$ cat src/rtl/sbm_pkg.sv
// ----------------------------------------------------------------------------
// sbm_pkg
// Shared widths, constants and lane control type for the SAD block matcher.
// ----------------------------------------------------------------------------
package sbm_pkg;

	localparam int REF_W  = 20;
	localparam int TGT_W  = 44;
	localparam int SAD_W  = 15;
	localparam int FLOW_W = 6;
	localparam int SUM_W  = 16;
	localparam int COL_W  = 8;

	localparam logic [SUM_W-1:0]  NO_SAD  = 16'h7fff;
	localparam logic [FLOW_W-1:0] NO_FLOW = 6'h3f;

	typedef struct packed {
		logic load;
		logic step;
		logic first;
		logic sub;
	} lane_ctl_t;

endpackage

$ cat src/rtl/sbm_in_if.sv
// ----------------------------------------------------------------------------
// sbm_in_if
// Column request channel: reference column and target column.
// ----------------------------------------------------------------------------
interface sbm_in_if;

	logic                      valid;
	logic                      ready;
	logic [sbm_pkg::REF_W-1:0] ref_column;
	logic [sbm_pkg::TGT_W-1:0] target_column;

	modport source(output valid, output ref_column, output target_column, input ready);
	modport sink(input valid, input ref_column, input target_column, output ready);

endinterface

$ cat src/rtl/sbm_out_if.sv
// ----------------------------------------------------------------------------
// sbm_out_if
// Result request channel: best windowed SAD and flow code of a group.
// ----------------------------------------------------------------------------
interface sbm_out_if;

	logic                       valid;
	logic                       ready;
	logic [sbm_pkg::SAD_W-1:0]  best_sad;
	logic [sbm_pkg::FLOW_W-1:0] flow_code;

	modport source(output valid, output best_sad, output flow_code, input ready);
	modport sink(input valid, input best_sad, input flow_code, output ready);

endinterface

$ cat src/rtl/sad_block_match_min_search.sv
// ----------------------------------------------------------------------------
// sad_block_match_min_search
// Windowed SAD block matching with minimum search over vertical offsets.
// ----------------------------------------------------------------------------
// Usage:
//   columns: one request per column, groups of BLOCK+2*SEARCH columns.
//   results: one request per group, after its last column, carrying the
//            smallest windowed SAD and its flow code.
//   Throughput is one column per cycle while columns.ready is high; one
//   lane per vertical offset forms the column SAD and its sliding window sum.
//   A result is valid after the last column of its group passes the column
//   SAD stage, the window stage and the merge stage.
//   The result register holds a finished result while the receiver stalls;
//   columns keep flowing until the last column of the next group reaches
//   the merge stage, then columns.ready drops until the result is taken.
//   Reset clears the column count, the pipeline valids, the running best
//   and the result valid; the block then waits for the first column
//   of a fresh group. Column history needs no clearing.
// ----------------------------------------------------------------------------
module sad_block_match_min_search #(
	parameter int BLOCK      = 5,
	parameter int SEARCH     = 3,
	parameter int PIXEL_BITS = 4
) (
	input  logic      clk,
	input  logic      arst_n,
	sbm_in_if.sink    columns,
	sbm_out_if.source results
);

	localparam int OFFSETS = 2*SEARCH + 1;
	localparam int GROUP   = BLOCK + 2*SEARCH;
	localparam int CW      = $clog2(GROUP + 1);
	localparam int RP      = BLOCK*PIXEL_BITS;
	localparam int TP      = GROUP*PIXEL_BITS;

	logic [RP+sbm_pkg::REF_W-1:0] ref_wide;
	logic [TP+sbm_pkg::TGT_W-1:0] tgt_wide;
	logic [RP-1:0]                ref_px;
	logic [TP-1:0]                tgt_px;

	logic            accept;
	logic            adv;
	logic            blocked;
	logic [CW-1:0]   cnt_q;
	logic [CW-1:0]   k_in;
	logic            v_s1;
	logic            v_s2;
	logic [CW-1:0]   k_s1;
	logic [CW-1:0]   k_s2;
	sbm_pkg::lane_ctl_t        ctl;
	logic [sbm_pkg::SUM_W-1:0] win [OFFSETS];

	assign ref_wide = {RP'(0), columns.ref_column};
	assign tgt_wide = {TP'(0), columns.target_column};
	assign ref_px   = ref_wide[RP-1:0];
	assign tgt_px   = tgt_wide[TP-1:0];

	assign blocked = v_s2 && (k_s2 == CW'(GROUP)) && results.valid && !results.ready;
	assign adv     = !blocked;
	assign columns.ready = adv;
	assign accept  = columns.valid && adv;
	assign k_in    = cnt_q + CW'(1);

	assign ctl.load  = accept;
	assign ctl.step  = adv && v_s1;
	assign ctl.first = (k_s1 == CW'(1));
	assign ctl.sub   = (k_s1 > CW'(BLOCK));

	always_ff @(posedge clk or negedge arst_n) begin
		if (!arst_n) begin
			cnt_q <= '0;
			v_s1  <= 1'b0;
			v_s2  <= 1'b0;
		end else if (adv) begin
			if (accept) begin
				cnt_q <= (k_in == CW'(GROUP)) ? '0 : k_in;
			end
			v_s1 <= accept;
			v_s2 <= v_s1;
		end
	end

	always_ff @(posedge clk) begin
		if (adv) begin
			k_s1 <= k_in;
			k_s2 <= k_s1;
		end
	end

	for (genvar i = 0; i < OFFSETS; i++) begin : g_lane
		sbm_lane #(
			.BLOCK      (BLOCK),
			.PIXEL_BITS (PIXEL_BITS)
		) u_lane (
			.clk    (clk),
			.ctl    (ctl),
			.ref_px (ref_px),
			.tgt_px (tgt_px[i*PIXEL_BITS +: RP]),
			.win    (win[i])
		);
	end

	sbm_merge #(
		.BLOCK  (BLOCK),
		.SEARCH (SEARCH)
	) u_merge (
		.clk       (clk),
		.arst_n    (arst_n),
		.take      (adv && v_s2),
		.k         (k_s2),
		.win       (win),
		.out_ready (results.ready),
		.out_valid (results.valid),
		.best_sad  (results.best_sad),
		.flow_code (results.flow_code)
	);

endmodule

$ cat src/rtl/sbm_lane.sv
// ----------------------------------------------------------------------------
// sbm_lane
// One vertical offset: column SAD, column history and sliding window sum.
// ----------------------------------------------------------------------------
module sbm_lane #(
	parameter int BLOCK      = 5,
	parameter int PIXEL_BITS = 4
) (
	input  logic                            clk,
	input  sbm_pkg::lane_ctl_t              ctl,
	input  logic [BLOCK*PIXEL_BITS-1:0]     ref_px,
	input  logic [BLOCK*PIXEL_BITS-1:0]     tgt_px,
	output logic [sbm_pkg::SUM_W-1:0]       win
);

	logic [sbm_pkg::COL_W-1:0] col_sad;
	logic [sbm_pkg::COL_W-1:0] col_s1;
	logic [sbm_pkg::COL_W-1:0] hist_q [BLOCK];
	logic [sbm_pkg::SUM_W-1:0] win_q;
	logic [sbm_pkg::SUM_W-1:0] base;
	logic [sbm_pkg::SUM_W-1:0] drop;

	always_comb begin
		logic [PIXEL_BITS-1:0]     a;
		logic [PIXEL_BITS-1:0]     b;
		logic [PIXEL_BITS-1:0]     d;
		logic [sbm_pkg::COL_W-1:0] acc;
		acc = '0;
		for (int j = 0; j < BLOCK; j++) begin
			a   = ref_px[j*PIXEL_BITS +: PIXEL_BITS];
			b   = tgt_px[j*PIXEL_BITS +: PIXEL_BITS];
			d   = (a >= b) ? (a - b) : (b - a);
			acc = acc + sbm_pkg::COL_W'(d);
		end
		col_sad = acc;
	end

	assign base = ctl.first ? '0 : win_q;
	assign drop = ctl.sub ? sbm_pkg::SUM_W'(hist_q[0]) : '0;

	always_ff @(posedge clk) begin
		if (ctl.load) begin
			col_s1 <= col_sad;
		end
		if (ctl.step) begin
			win_q <= base + sbm_pkg::SUM_W'(col_s1) - drop;
			for (int j = 0; j < BLOCK - 1; j++) begin
				hist_q[j] <= hist_q[j+1];
			end
			hist_q[BLOCK-1] <= col_s1;
		end
	end

	assign win = win_q;

endmodule

$ cat src/rtl/sbm_merge.sv
// ----------------------------------------------------------------------------
// sbm_merge
// Minimum over the lane window sums, running best and result register.
// ----------------------------------------------------------------------------
module sbm_merge #(
	parameter int BLOCK  = 5,
	parameter int SEARCH = 3
) (
	input  logic                           clk,
	input  logic                           arst_n,
	input  logic                           take,
	input  logic [$clog2(BLOCK+2*SEARCH+1)-1:0] k,
	input  logic [sbm_pkg::SUM_W-1:0]      win [2*SEARCH+1],
	input  logic                           out_ready,
	output logic                           out_valid,
	output logic [sbm_pkg::SAD_W-1:0]      best_sad,
	output logic [sbm_pkg::FLOW_W-1:0]     flow_code
);

	localparam int OFFSETS = 2*SEARCH + 1;
	localparam int GROUP   = BLOCK + 2*SEARCH;
	localparam int CW      = $clog2(GROUP + 1);
	localparam int IW      = $clog2(OFFSETS);

	logic [sbm_pkg::SUM_W-1:0]  minv;
	logic [IW-1:0]              midx;
	logic                       upd;
	logic                       last;
	logic [sbm_pkg::SUM_W-1:0]  nbest;
	logic [sbm_pkg::FLOW_W-1:0] nflow;
	logic [sbm_pkg::SUM_W-1:0]  best_q;
	logic [sbm_pkg::FLOW_W-1:0] flow_q;
	logic                       out_valid_q;
	logic [sbm_pkg::SAD_W-1:0]  sad_q;
	logic [sbm_pkg::FLOW_W-1:0] code_q;

	always_comb begin
		minv = win[0];
		midx = '0;
		for (int i = 1; i < OFFSETS; i++) begin
			if (win[i] < minv) begin
				minv = win[i];
				midx = IW'(i);
			end
		end
	end

	assign upd   = (k >= CW'(BLOCK)) && (minv < best_q);
	assign last  = (k == CW'(GROUP));
	assign nbest = upd ? minv : best_q;
	assign nflow = upd ? {3'(midx), 3'(k - CW'(BLOCK))} : flow_q;

	always_ff @(posedge clk or negedge arst_n) begin
		if (!arst_n) begin
			best_q      <= sbm_pkg::NO_SAD;
			flow_q      <= sbm_pkg::NO_FLOW;
			out_valid_q <= 1'b0;
		end else begin
			if (take && last) begin
				best_q      <= sbm_pkg::NO_SAD;
				flow_q      <= sbm_pkg::NO_FLOW;
				out_valid_q <= 1'b1;
			end else begin
				if (take) begin
					best_q <= nbest;
					flow_q <= nflow;
				end
				if (out_ready) begin
					out_valid_q <= 1'b0;
				end
			end
		end
	end

	always_ff @(posedge clk) begin
		if (take && last) begin
			sad_q  <= nbest[sbm_pkg::SAD_W-1:0];
			code_q <= nflow;
		end
	end

	assign out_valid = out_valid_q;
	assign best_sad  = sad_q;
	assign flow_code = code_q;

endmodule

$ cat src/flat_wrapper.sv
// flat-port wrapper written by rule: the top's interface ports become plain ports
module sad_block_match_min_search_flat 
#(
	parameter int BLOCK      = 5,
	parameter int SEARCH     = 3,
	parameter int PIXEL_BITS = 4
)
  (clk, arst_n, columns_valid, columns_ref_column, columns_target_column, columns_ready, results_valid, results_best_sad, results_flow_code, results_ready);
  sbm_in_if columns_i ();
  sbm_out_if results_i ();
  input  logic clk;
  input  logic arst_n;
  input wire logic [$bits(columns_i.valid)-1:0] columns_valid;
  input wire logic [$bits(columns_i.ref_column)-1:0] columns_ref_column;
  input wire logic [$bits(columns_i.target_column)-1:0] columns_target_column;
  output wire logic [$bits(columns_i.ready)-1:0] columns_ready;
  output wire logic [$bits(results_i.valid)-1:0] results_valid;
  output wire logic [$bits(results_i.best_sad)-1:0] results_best_sad;
  output wire logic [$bits(results_i.flow_code)-1:0] results_flow_code;
  input wire logic [$bits(results_i.ready)-1:0] results_ready;
  assign columns_i.valid = columns_valid;
  assign columns_i.ref_column = columns_ref_column;
  assign columns_i.target_column = columns_target_column;
  assign columns_ready = columns_i.ready;
  assign results_valid = results_i.valid;
  assign results_best_sad = results_i.best_sad;
  assign results_flow_code = results_i.flow_code;
  assign results_i.ready = results_ready;
  sad_block_match_min_search #(.BLOCK(BLOCK), .SEARCH(SEARCH), .PIXEL_BITS(PIXEL_BITS)) u_core (.clk(clk), .arst_n(arst_n), .columns(columns_i), .results(results_i));
endmodule
$ cat config.mk
export PLATFORM = sky130hd
export DESIGN_NAME = sad_block_match_min_search_flat
export DESIGN_NICKNAME = d
export VERILOG_FILES = /design/src/rtl/sbm_pkg.sv /design/src/rtl/sbm_in_if.sv /design/src/rtl/sbm_out_if.sv /design/src/rtl/sad_block_match_min_search.sv /design/src/rtl/sbm_lane.sv /design/src/rtl/sbm_merge.sv /design/src/flat_wrapper.sv
export SDC_FILE = /design/constraint.sdc
export NUM_CORES = 2
export LEC_CHECK = 0
export BUFFER_PORTS_ARGS = -buffer_cell sky130_fd_sc_hd__clkbuf_2
export CORE_UTILIZATION = 59
export DETAILED_ROUTE_END_ITERATION = 10
export MAX_ROUTING_LAYER = met4
export PLACE_DENSITY = 0.79
export SKIP_LAST_GASP = 1
export SYNTH_ARGS = -nofsm -noshare
export SYNTH_HDL_FRONTEND = slang
export SYNTH_HIERARCHICAL = 1
export SYNTH_SLANG_ARGS = --single-unit
$ cat constraint.sdc
create_clock -name clk -period 16.2 [get_ports clk]
set_input_delay 1.62 -clock clk [delete_from_list [all_inputs] [get_ports clk]]
set_output_delay 1.62 -clock clk [all_outputs]
set_load 0.1 [all_outputs]
======== Word level (Yosys, flattened, before mapping) ========
Memory sizes are Yosys's and may differ from the RTL's.
Cells that the tools add are included.
operators by class
  add/subtract/negate cells ............... 114
  magnitude comparators ................... 44
  eq/ne operators ......................... 3
  mux-type cells .......................... 72
  bitwise logic cells ..................... 1
  reductions and logical operators ........ 15
operator list
  cell                                                               count
  subtractor 4 bit                                                   70
  two-way mux 16 bit                                                 16
  two-way mux 4 bit                                                  36
  greater-or-equal comparator 4 bit                                  35
  adder 16 x 8 -> 16 bit                                             7
  < comparator 16 bit                                                7
  subtractor 16 x 8 -> 16 bit                                        7
  adder 7 x 4 -> 8 bit                                               7
  two-way mux 8 bit                                                  7
  adder 6 x 4 -> 7 bit                                               7
  adder 5 x 4 -> 6 bit                                               7
  adder 4 x 4 -> 5 bit                                               7
  two-way mux 6 bit                                                  3
  two-way mux 3 bit                                                  5
  == test 4 bit, second input constant                               2
  logical AND 1 bit                                                  8
  nonzero test 2 bit                                                 3
  two-way mux 1 bit                                                  5
  adder 4 x 1 -> 4 bit, second input constant                        1
  == test 4 x 1 -> 1 bit, second input constant                      1
  greater-or-equal comparator 4 x 3 -> 1 bit, second input constant  1
  > comparator 4 x 3 -> 1 bit, second input constant                 1
  AND reduction 2 bit                                                2
  subtractor 3 bit, second input constant                            1
  other kinds (2)                                                    3
storage, ports and cells
  register bits after elaboration ......... 226
  bits in writable memories ............... 280
  output and inout bits ................... 23
  word-level logic and storage cells ...... 281
  memories kept ........................... 7
memory list
  memory                          words  width  rd ports  clocked after Yosys merged registers in  wr ports  RTL line        RTL
  u_core.g_lane[0].u_lane.hist_q  5      8      5         0                                        5         sbm_lane.sv:18  logic [sbm_pkg::COL_W-1:0] hist_q [BLOCK];
  u_core.g_lane[1].u_lane.hist_q  5      8      5         0                                        5         sbm_lane.sv:18
  u_core.g_lane[2].u_lane.hist_q  5      8      5         0                                        5         sbm_lane.sv:18
  u_core.g_lane[3].u_lane.hist_q  5      8      5         0                                        5         sbm_lane.sv:18
  u_core.g_lane[4].u_lane.hist_q  5      8      5         0                                        5         sbm_lane.sv:18
  u_core.g_lane[5].u_lane.hist_q  5      8      5         0                                        5         sbm_lane.sv:18
  +1 memories                     -      -      -         -                                        -         -

======== Longest topological paths before layout ========
  word-level depth ........................ 17
  depth in mapped cells ................... 88

======== By module ========
Netlist, hierarchy kept.
by module, submodules not included
  module                                  times used  cells an instance  area an instance (sq um)
  sbm_lane (u_core.g_lane[3].u_lane ...)  2           427                4680.7
  sbm_lane (u_core.g_lane[0].u_lane ...)  2           421                4649.5
  sbm_lane (u_core.g_lane[5].u_lane ...)  2           412                4635.7
  sbm_merge                               1           710                6020.8
  sbm_lane (u_core.g_lane[2].u_lane)      1           412                4668.2
  sad_block_match_min_search              1           54                 673.1

======== Worst setup path before layout ========
Ideal clock, no wire load.
  path type ............................... flip-flop to flip-flop
  start point ............................. reg u_core.g_lane[1].u_lane.win_q, in the netlist u_core/g_lane[1].u_lane/win[6]
  end point ............................... reg u_core.u_merge.sad_q, in the netlist u_core/u_merge/best_sad[2] (data pin)
  library setup time ...................... 262 ps
  arrival time ............................ 16157 ps
  required time ........................... 15938 ps
  path slack .............................. -219 ps
  stages on the path, launching flop included .. 82
  path buffers ............................ 12
  cell sequence ........................... edfxtp_1 -> ha_1 -> and3_1 -> o311a_1 -> o21a_1 -> nor3_2 -> clkbuf_1 -> clkbuf_1 -> mux2i_1 -> ha_1 -> or4_1 -> a21oi_1 -> o21ai_1 -> a221o_1 -> o21bai_2 -> a21o_1 -> buf_1 -> clkbuf_1 -> [... 46 more ...] -> a21o_1 -> a21oi_1 -> o21ai_0 -> o41a_1 -> buf_2 -> buf_4 -> mux2i_1 -> ha_1 -> a21o_1 -> a21oi_1 -> nor2b_1 -> o21ai_0 -> o21ai_0 -> a2111oi_0 -> o31a_1 -> a41oi_4 -> clkbuf_1 -> mux2_1
between the ends
  cells in the longest elaborated chain, start to end .. 15
ends and longest elaborated chain
  element                            RTL line         RTL
  start: declaration                 sbm_lane.sv:19   logic [sbm_pkg::SUM_W-1:0] win_q;
  start signal: assignment           sbm_lane.sv:46   win_q <= base + sbm_pkg::SUM_W'(col_s1) - drop;
  < comparator 16 bit                sbm_merge.sv:41  if (win[i] < minv) begin
  two-way mux 16 bit *               sbm_merge.sv:41
  < comparator 16 bit                sbm_merge.sv:41
  two-way mux 16 bit *               sbm_merge.sv:41
  < comparator 16 bit                sbm_merge.sv:41
  two-way mux 16 bit *               sbm_merge.sv:41
  < comparator 16 bit                sbm_merge.sv:41
  two-way mux 16 bit *               sbm_merge.sv:41
  < comparator 16 bit                sbm_merge.sv:41
  two-way mux 16 bit *               sbm_merge.sv:41
  < comparator 16 bit                sbm_merge.sv:41
  two-way mux 16 bit *               sbm_merge.sv:41
  < comparator 16 bit                sbm_merge.sv:48  assign upd = (k >= CW'(BLOCK)) && (minv < best_q);
  logical AND 1 bit                  sbm_merge.sv:48
  two-way mux 16 bit *               sbm_merge.sv:50  assign nbest = upd ? minv : best_q;
  net u_core.u_merge.nbest, one bit  sbm_merge.sv:29  logic [sbm_pkg::SUM_W-1:0] nbest;
  end signal: assignment             sbm_merge.sv:77  sad_q <= nbest[sbm_pkg::SAD_W-1:0];
  end: declaration                   sbm_merge.sv:34  logic [sbm_pkg::SAD_W-1:0] sad_q;
The timed path passes the listed nets; every way through them passes the cells marked *. The select of a mux whose other input is x is not followed.
A chain may end at the register's enable or synchronous reset.

======== Final worst setup path ========
  start point ............................. reg u_core.g_lane[1].u_lane.win_q, in the netlist u_core/g_lane[1].u_lane/win[14]
  end point ............................... reg u_core/u_merge/flow_q[5] (netlist name)
between the ends
  cells in the longest elaborated chain, start to end .. 17
ends and longest elaborated chain
  element                 RTL line         RTL
  < comparator 16 bit     sbm_merge.sv:41
  two-way mux 16 bit *    sbm_merge.sv:41
  < comparator 16 bit     sbm_merge.sv:41
  two-way mux 16 bit *    sbm_merge.sv:41
  < comparator 16 bit     sbm_merge.sv:41
  two-way mux 16 bit      sbm_merge.sv:41
  < comparator 16 bit     sbm_merge.sv:41
  two-way mux 16 bit      sbm_merge.sv:41
  < comparator 16 bit     sbm_merge.sv:41
  two-way mux 16 bit      sbm_merge.sv:41
  < comparator 16 bit     sbm_merge.sv:41
  two-way mux 16 bit      sbm_merge.sv:41
  < comparator 16 bit     sbm_merge.sv:48
  logical AND 1 bit       sbm_merge.sv:48
  two-way mux 6 bit *     sbm_merge.sv:51  assign nflow = upd ? {3'(midx), 3'(k - CW'(BLOCK))} : flow_q;
  two-way mux 6 bit *     sbm_merge.sv:64  if (take) begin
  two-way mux 6 bit *     sbm_merge.sv:59  if (take && last) begin
  end signal: assignment  sbm_merge.sv:56  flow_q <= sbm_pkg::NO_FLOW;
  end signal: assignment  sbm_merge.sv:61  flow_q <= sbm_pkg::NO_FLOW;
  end signal: assignment  sbm_merge.sv:66  flow_q <= nflow;
  end: declaration        sbm_merge.sv:32  logic [sbm_pkg::FLOW_W-1:0] flow_q;
Mark *: on every way between the ends. The rest lies on a longest branch, timed or not. The select of a mux whose other input is x is not followed.

==> flow_summary.yaml <==
status:
  status: "finished clean"
sta:
  final-max-slew-violation-count: 0
  hold_viol: 0
  setup_viol: 0
  fin_crit_ns: 15.39
  worst_slew_margin_rel_pct: 31.6
  worst_pin_slew_ns: 1.03
  rsz0062_at_grt: "true"
  fin_crit_sh_pct: 95.0
  fin_hold_ws_ns: 0.408
  fin_skew_ns: 0.0537
  clock.fmax_mhz: 65.0
logic_synthesis:
  post_synth_num_cell_types: 113
  synth_flop_cell: "edfxtp_1"
  yosysSeqAreaShare_pct: 35.2
  synth_edf_count: 435
  synth.net_count: 4468
  async_flop_share_pct: 6.25
  ys_warn_count: 6
  syn_inst: 3696
  ys_ff_latch: 464
  netlist_area_um2: 39300
  syn_area_per_cell_um2: 10.6
drt:
  drt_iter0_markers: 1630
  via_per_inst: 5.53
  vias: 26100
  wl_per_cell_um: 17.2
  routed.top_layer: "met4"
  wl_met3_um: 3260
  final_antenna_net_count: 0
  met2_length_um: 38300
  met1Wirelength_um: 37500
  wl_um: 81100
  drtPass1Iterations: 7
  drc: 0
die:
  die-area_um2: 67600
  row_count: 94
  start_util_pct: 59.7
  coreArea_um2: 65900
  die_h_um: 260
  die_w_um: 260
  io_pins: 91
worst_hold_path:
  hold_path_depth: 0
  hold_class: "reg2reg"
  whs_endpoint: "u_core/g_lane[3].u_lane/hist_q[0][20]$_DFFE_PP_"
  min_from: "u_core/g_lane[3].u_lane/hist_q[0][28]$_DFFE_PP_"
global_routing:
  grt_pass1_wl_um: 131000
  grt_overflow: 0
  grt_max_degree: 158
  first_global_vias: 26200
  antenna_found_initial: 0
  grt_usage_pct: 24.9
critical_path:
  r2r_end: "u_core/u_merge/flow_q[5]$_DFFE_PN1P_"
  reg2reg_from: "u_core/g_lane[1].u_lane/win[14]$_DFFE_PP_"
  r2r_slack_ns: 0.81
  crit_arrival_ns: 15.92
  crit_slowest_cell: "o41a_1"
  cp_max_fo: 17
  path_common_cell: "a21o_1"
  start_kind: "register"
  critical-path-max-stage-delay_ns: 0.56
  critPathRequiredTime_ns: 16.73
  rr_worst_depth: 72
  end_kind: "register"
  worstSetupPathType: "reg2reg"
cts:
  root_buffer: "clkbuf_16"
  cts_buffers: 44
  htree_num_levels: 2
  cts_tree: "done"
  ctsHoldBuffers: 0
  clock-sinks: 464
  clockBufferDepth: 3
  clkLatencyLatePin_ns: 0.60
  clk_pin_slew_ns: 0.07
cells_and_area:
  mostFrequentLayoutCells: "769 x inv_1, 508 x ha_1, 435 x edfxtp_1, 214 x a21oi_1, 196 x fa_1"
  antenna_cells: 0
  stdcell_area_um2: 42400
  area_growth_pct: 7.84
  layout.nets: 4598
  drive_gt1_share_pct: 9.35
  layout.cells.most_common: "inv_1"
placed_design:
  io_buffers: 90
  dp_hpwl_um: 62300
  gp_congestion: 0.919
  post_dp_cell_area_um2: 40800
run:
  cap_violations: 0
## how the worst max path moves through the flow
| stage | endpoint | slack (ns) | cells past startpoint | startpoint |
|---|---|---|---|---|
| after floorplan | u_core/u_merge/best_sad[2]$_DFFE_PP_ | 0.12 | 81 | u_core/g_lane[1].u_lane/win[6]$_DFFE_PP_ |
| after global placement | u_core/u_merge/best_q[5]$_DFFE_PN1P_ | 0.42 | 73 | u_core/g_lane[1].u_lane/win[6]$_DFFE_PP_ |
| after detailed placement | u_core/u_merge/flow_q[5]$_DFFE_PN1P_ | 0.09 | 70 | u_core/g_lane[1].u_lane/win[6]$_DFFE_PP_ |
| after CTS | u_core/u_merge/flow_q[5]$_DFFE_PN1P_ | 0.08 | 70 | u_core/g_lane[1].u_lane/win[6]$_DFFE_PP_ |
| after global routing | u_core/u_merge/flow_q[5]$_DFFE_PN1P_ | -0.07 | 74 | u_core/g_lane[0].u_lane/win[14]$_DFFE_PP_ |
| final | u_core/u_merge/flow_q[5]$_DFFE_PN1P_ | 0.81 | 72 | u_core/g_lane[1].u_lane/win[14]$_DFFE_PP_ |
## flip-flops by register name, indices dropped and copies added, names as in the netlist
name,flops
u_core/k_s1,4
u_core/v_s1,1
u_core/u_merge/out_valid,1
u_core/k_s2,4
u_core/cnt_q,4
u_core/g_lane.u_lane/col_s1,49
u_core/g_lane.u_lane/win,112
u_core/u_merge/flow_q,6
u_core/u_merge/best_q,16
u_core/v_s2,1
u_core/g_lane.u_lane/hist_q,245
u_core/u_merge/best_sad,15
u_core/u_merge/flow_code,6
## per-layer routing
metal	vias to the layer above	global-route usage [%]
li1	12900	-
met1	12500	33.1
met2	573	40.8
met3	147	2.12
met4	0	7.29
met5	-	-
## Yosys cell counts (all sizes together), types with 12 or more instances
library cell | n | area share [%]
a2111oi | 15 | 0.49
a211oi | 39 | 0.86
a21o | 143 | 2.7
a21oi | 229 | 3.1
a221o | 12 | 0.31
a31oi | 21 | 0.33
and2 | 55 | 0.88
and3 | 19 | 0.35
buf | 18 | 0.30
clkbuf | 19 | 0.19
dfstp | 21 | 1.4
edfxtp | 435 | 33
fa | 196 | 10
ha | 508 | 16
inv | 770 | 7.4
mux2 | 44 | 1.3
mux2i | 114 | 2.9
nand2 | 109 | 1.1
nand2b | 130 | 2.1
nand3 | 32 | 0.42
nand4 | 21 | 0.33
nor2 | 102 | 1.0
nor2b | 65 | 1.1
nor3 | 33 | 0.48
o211ai | 21 | 0.44
o21a | 50 | 0.96
o21ai | 94 | 1.2
o21ba | 12 | 0.31
o21bai | 26 | 0.51
o22a | 20 | 0.45
xnor2 | 107 | 2.4
xor2 | 65 | 1.4
## cell families (layout without fill, tap and decap cells)
group	count (synthesis)	count (layout)	share of synthesized area, %
AOI/OAI and AO/OA	772	773	14.0
DFF	464	464	35.2
muxes	158	158	4.17
xor gates and xnor gates	172	172	3.83
buffers and inverters	807	970	7.84
adders and majority gates	707	707	26.2
and+or+nand+nor	616	616	8.80
## critical path, delay by kind of cell (launching register included)
family | cells | cell delay, ns
AOI/OAI and AO/OA | 37 | 7.50
and+or+nand+nor | 16 | 2.92
adders and majority gates | 7 | 2.19
buffers and inverters | 9 | 1.32
muxes | 3 | 0.92
DFF | 1 | 0.45
## per-stage QoR
step	util (%)	worst slack, ns	setup TNS (ns)	cells
6_report	64.3	0.810	0	4724
4_1_cts	64.1	0.0843	0	4714
3_3_place_gp	62.0	0.423	0	4634
5_1_grt	64.3	-0.0735	-1.24	4724
3_5_place_dp	62.0	0.0950	0	4634
2_1_floorplan	-	0.121	0	3696
## final cells by class
cell class                      instances  area (um2)
Sequential cell                       464       13800
Multi-Input combinational cell       2426       22500
Fill cell                            5158       23500
Tap cell                              864        1080
Inverter                              770        2890
Clock buffer                           53        1130
Timing Repair Buffer                  120         704
Clock inverter                         27         285
## repair_timing
| item | CTS | global route |
|---|---|---|
| buffers inserted | 0 | 9 |
| endpoints found under the setup margin | 0 | 43 |
| gates resized for setup | 0 | 10 |
| hold endpoints to repair | 0 | 0 |
Power is left out: the tool's default activity adds up to more than one toggle a clock period on the data nets, which glitch-free logic cannot reach.
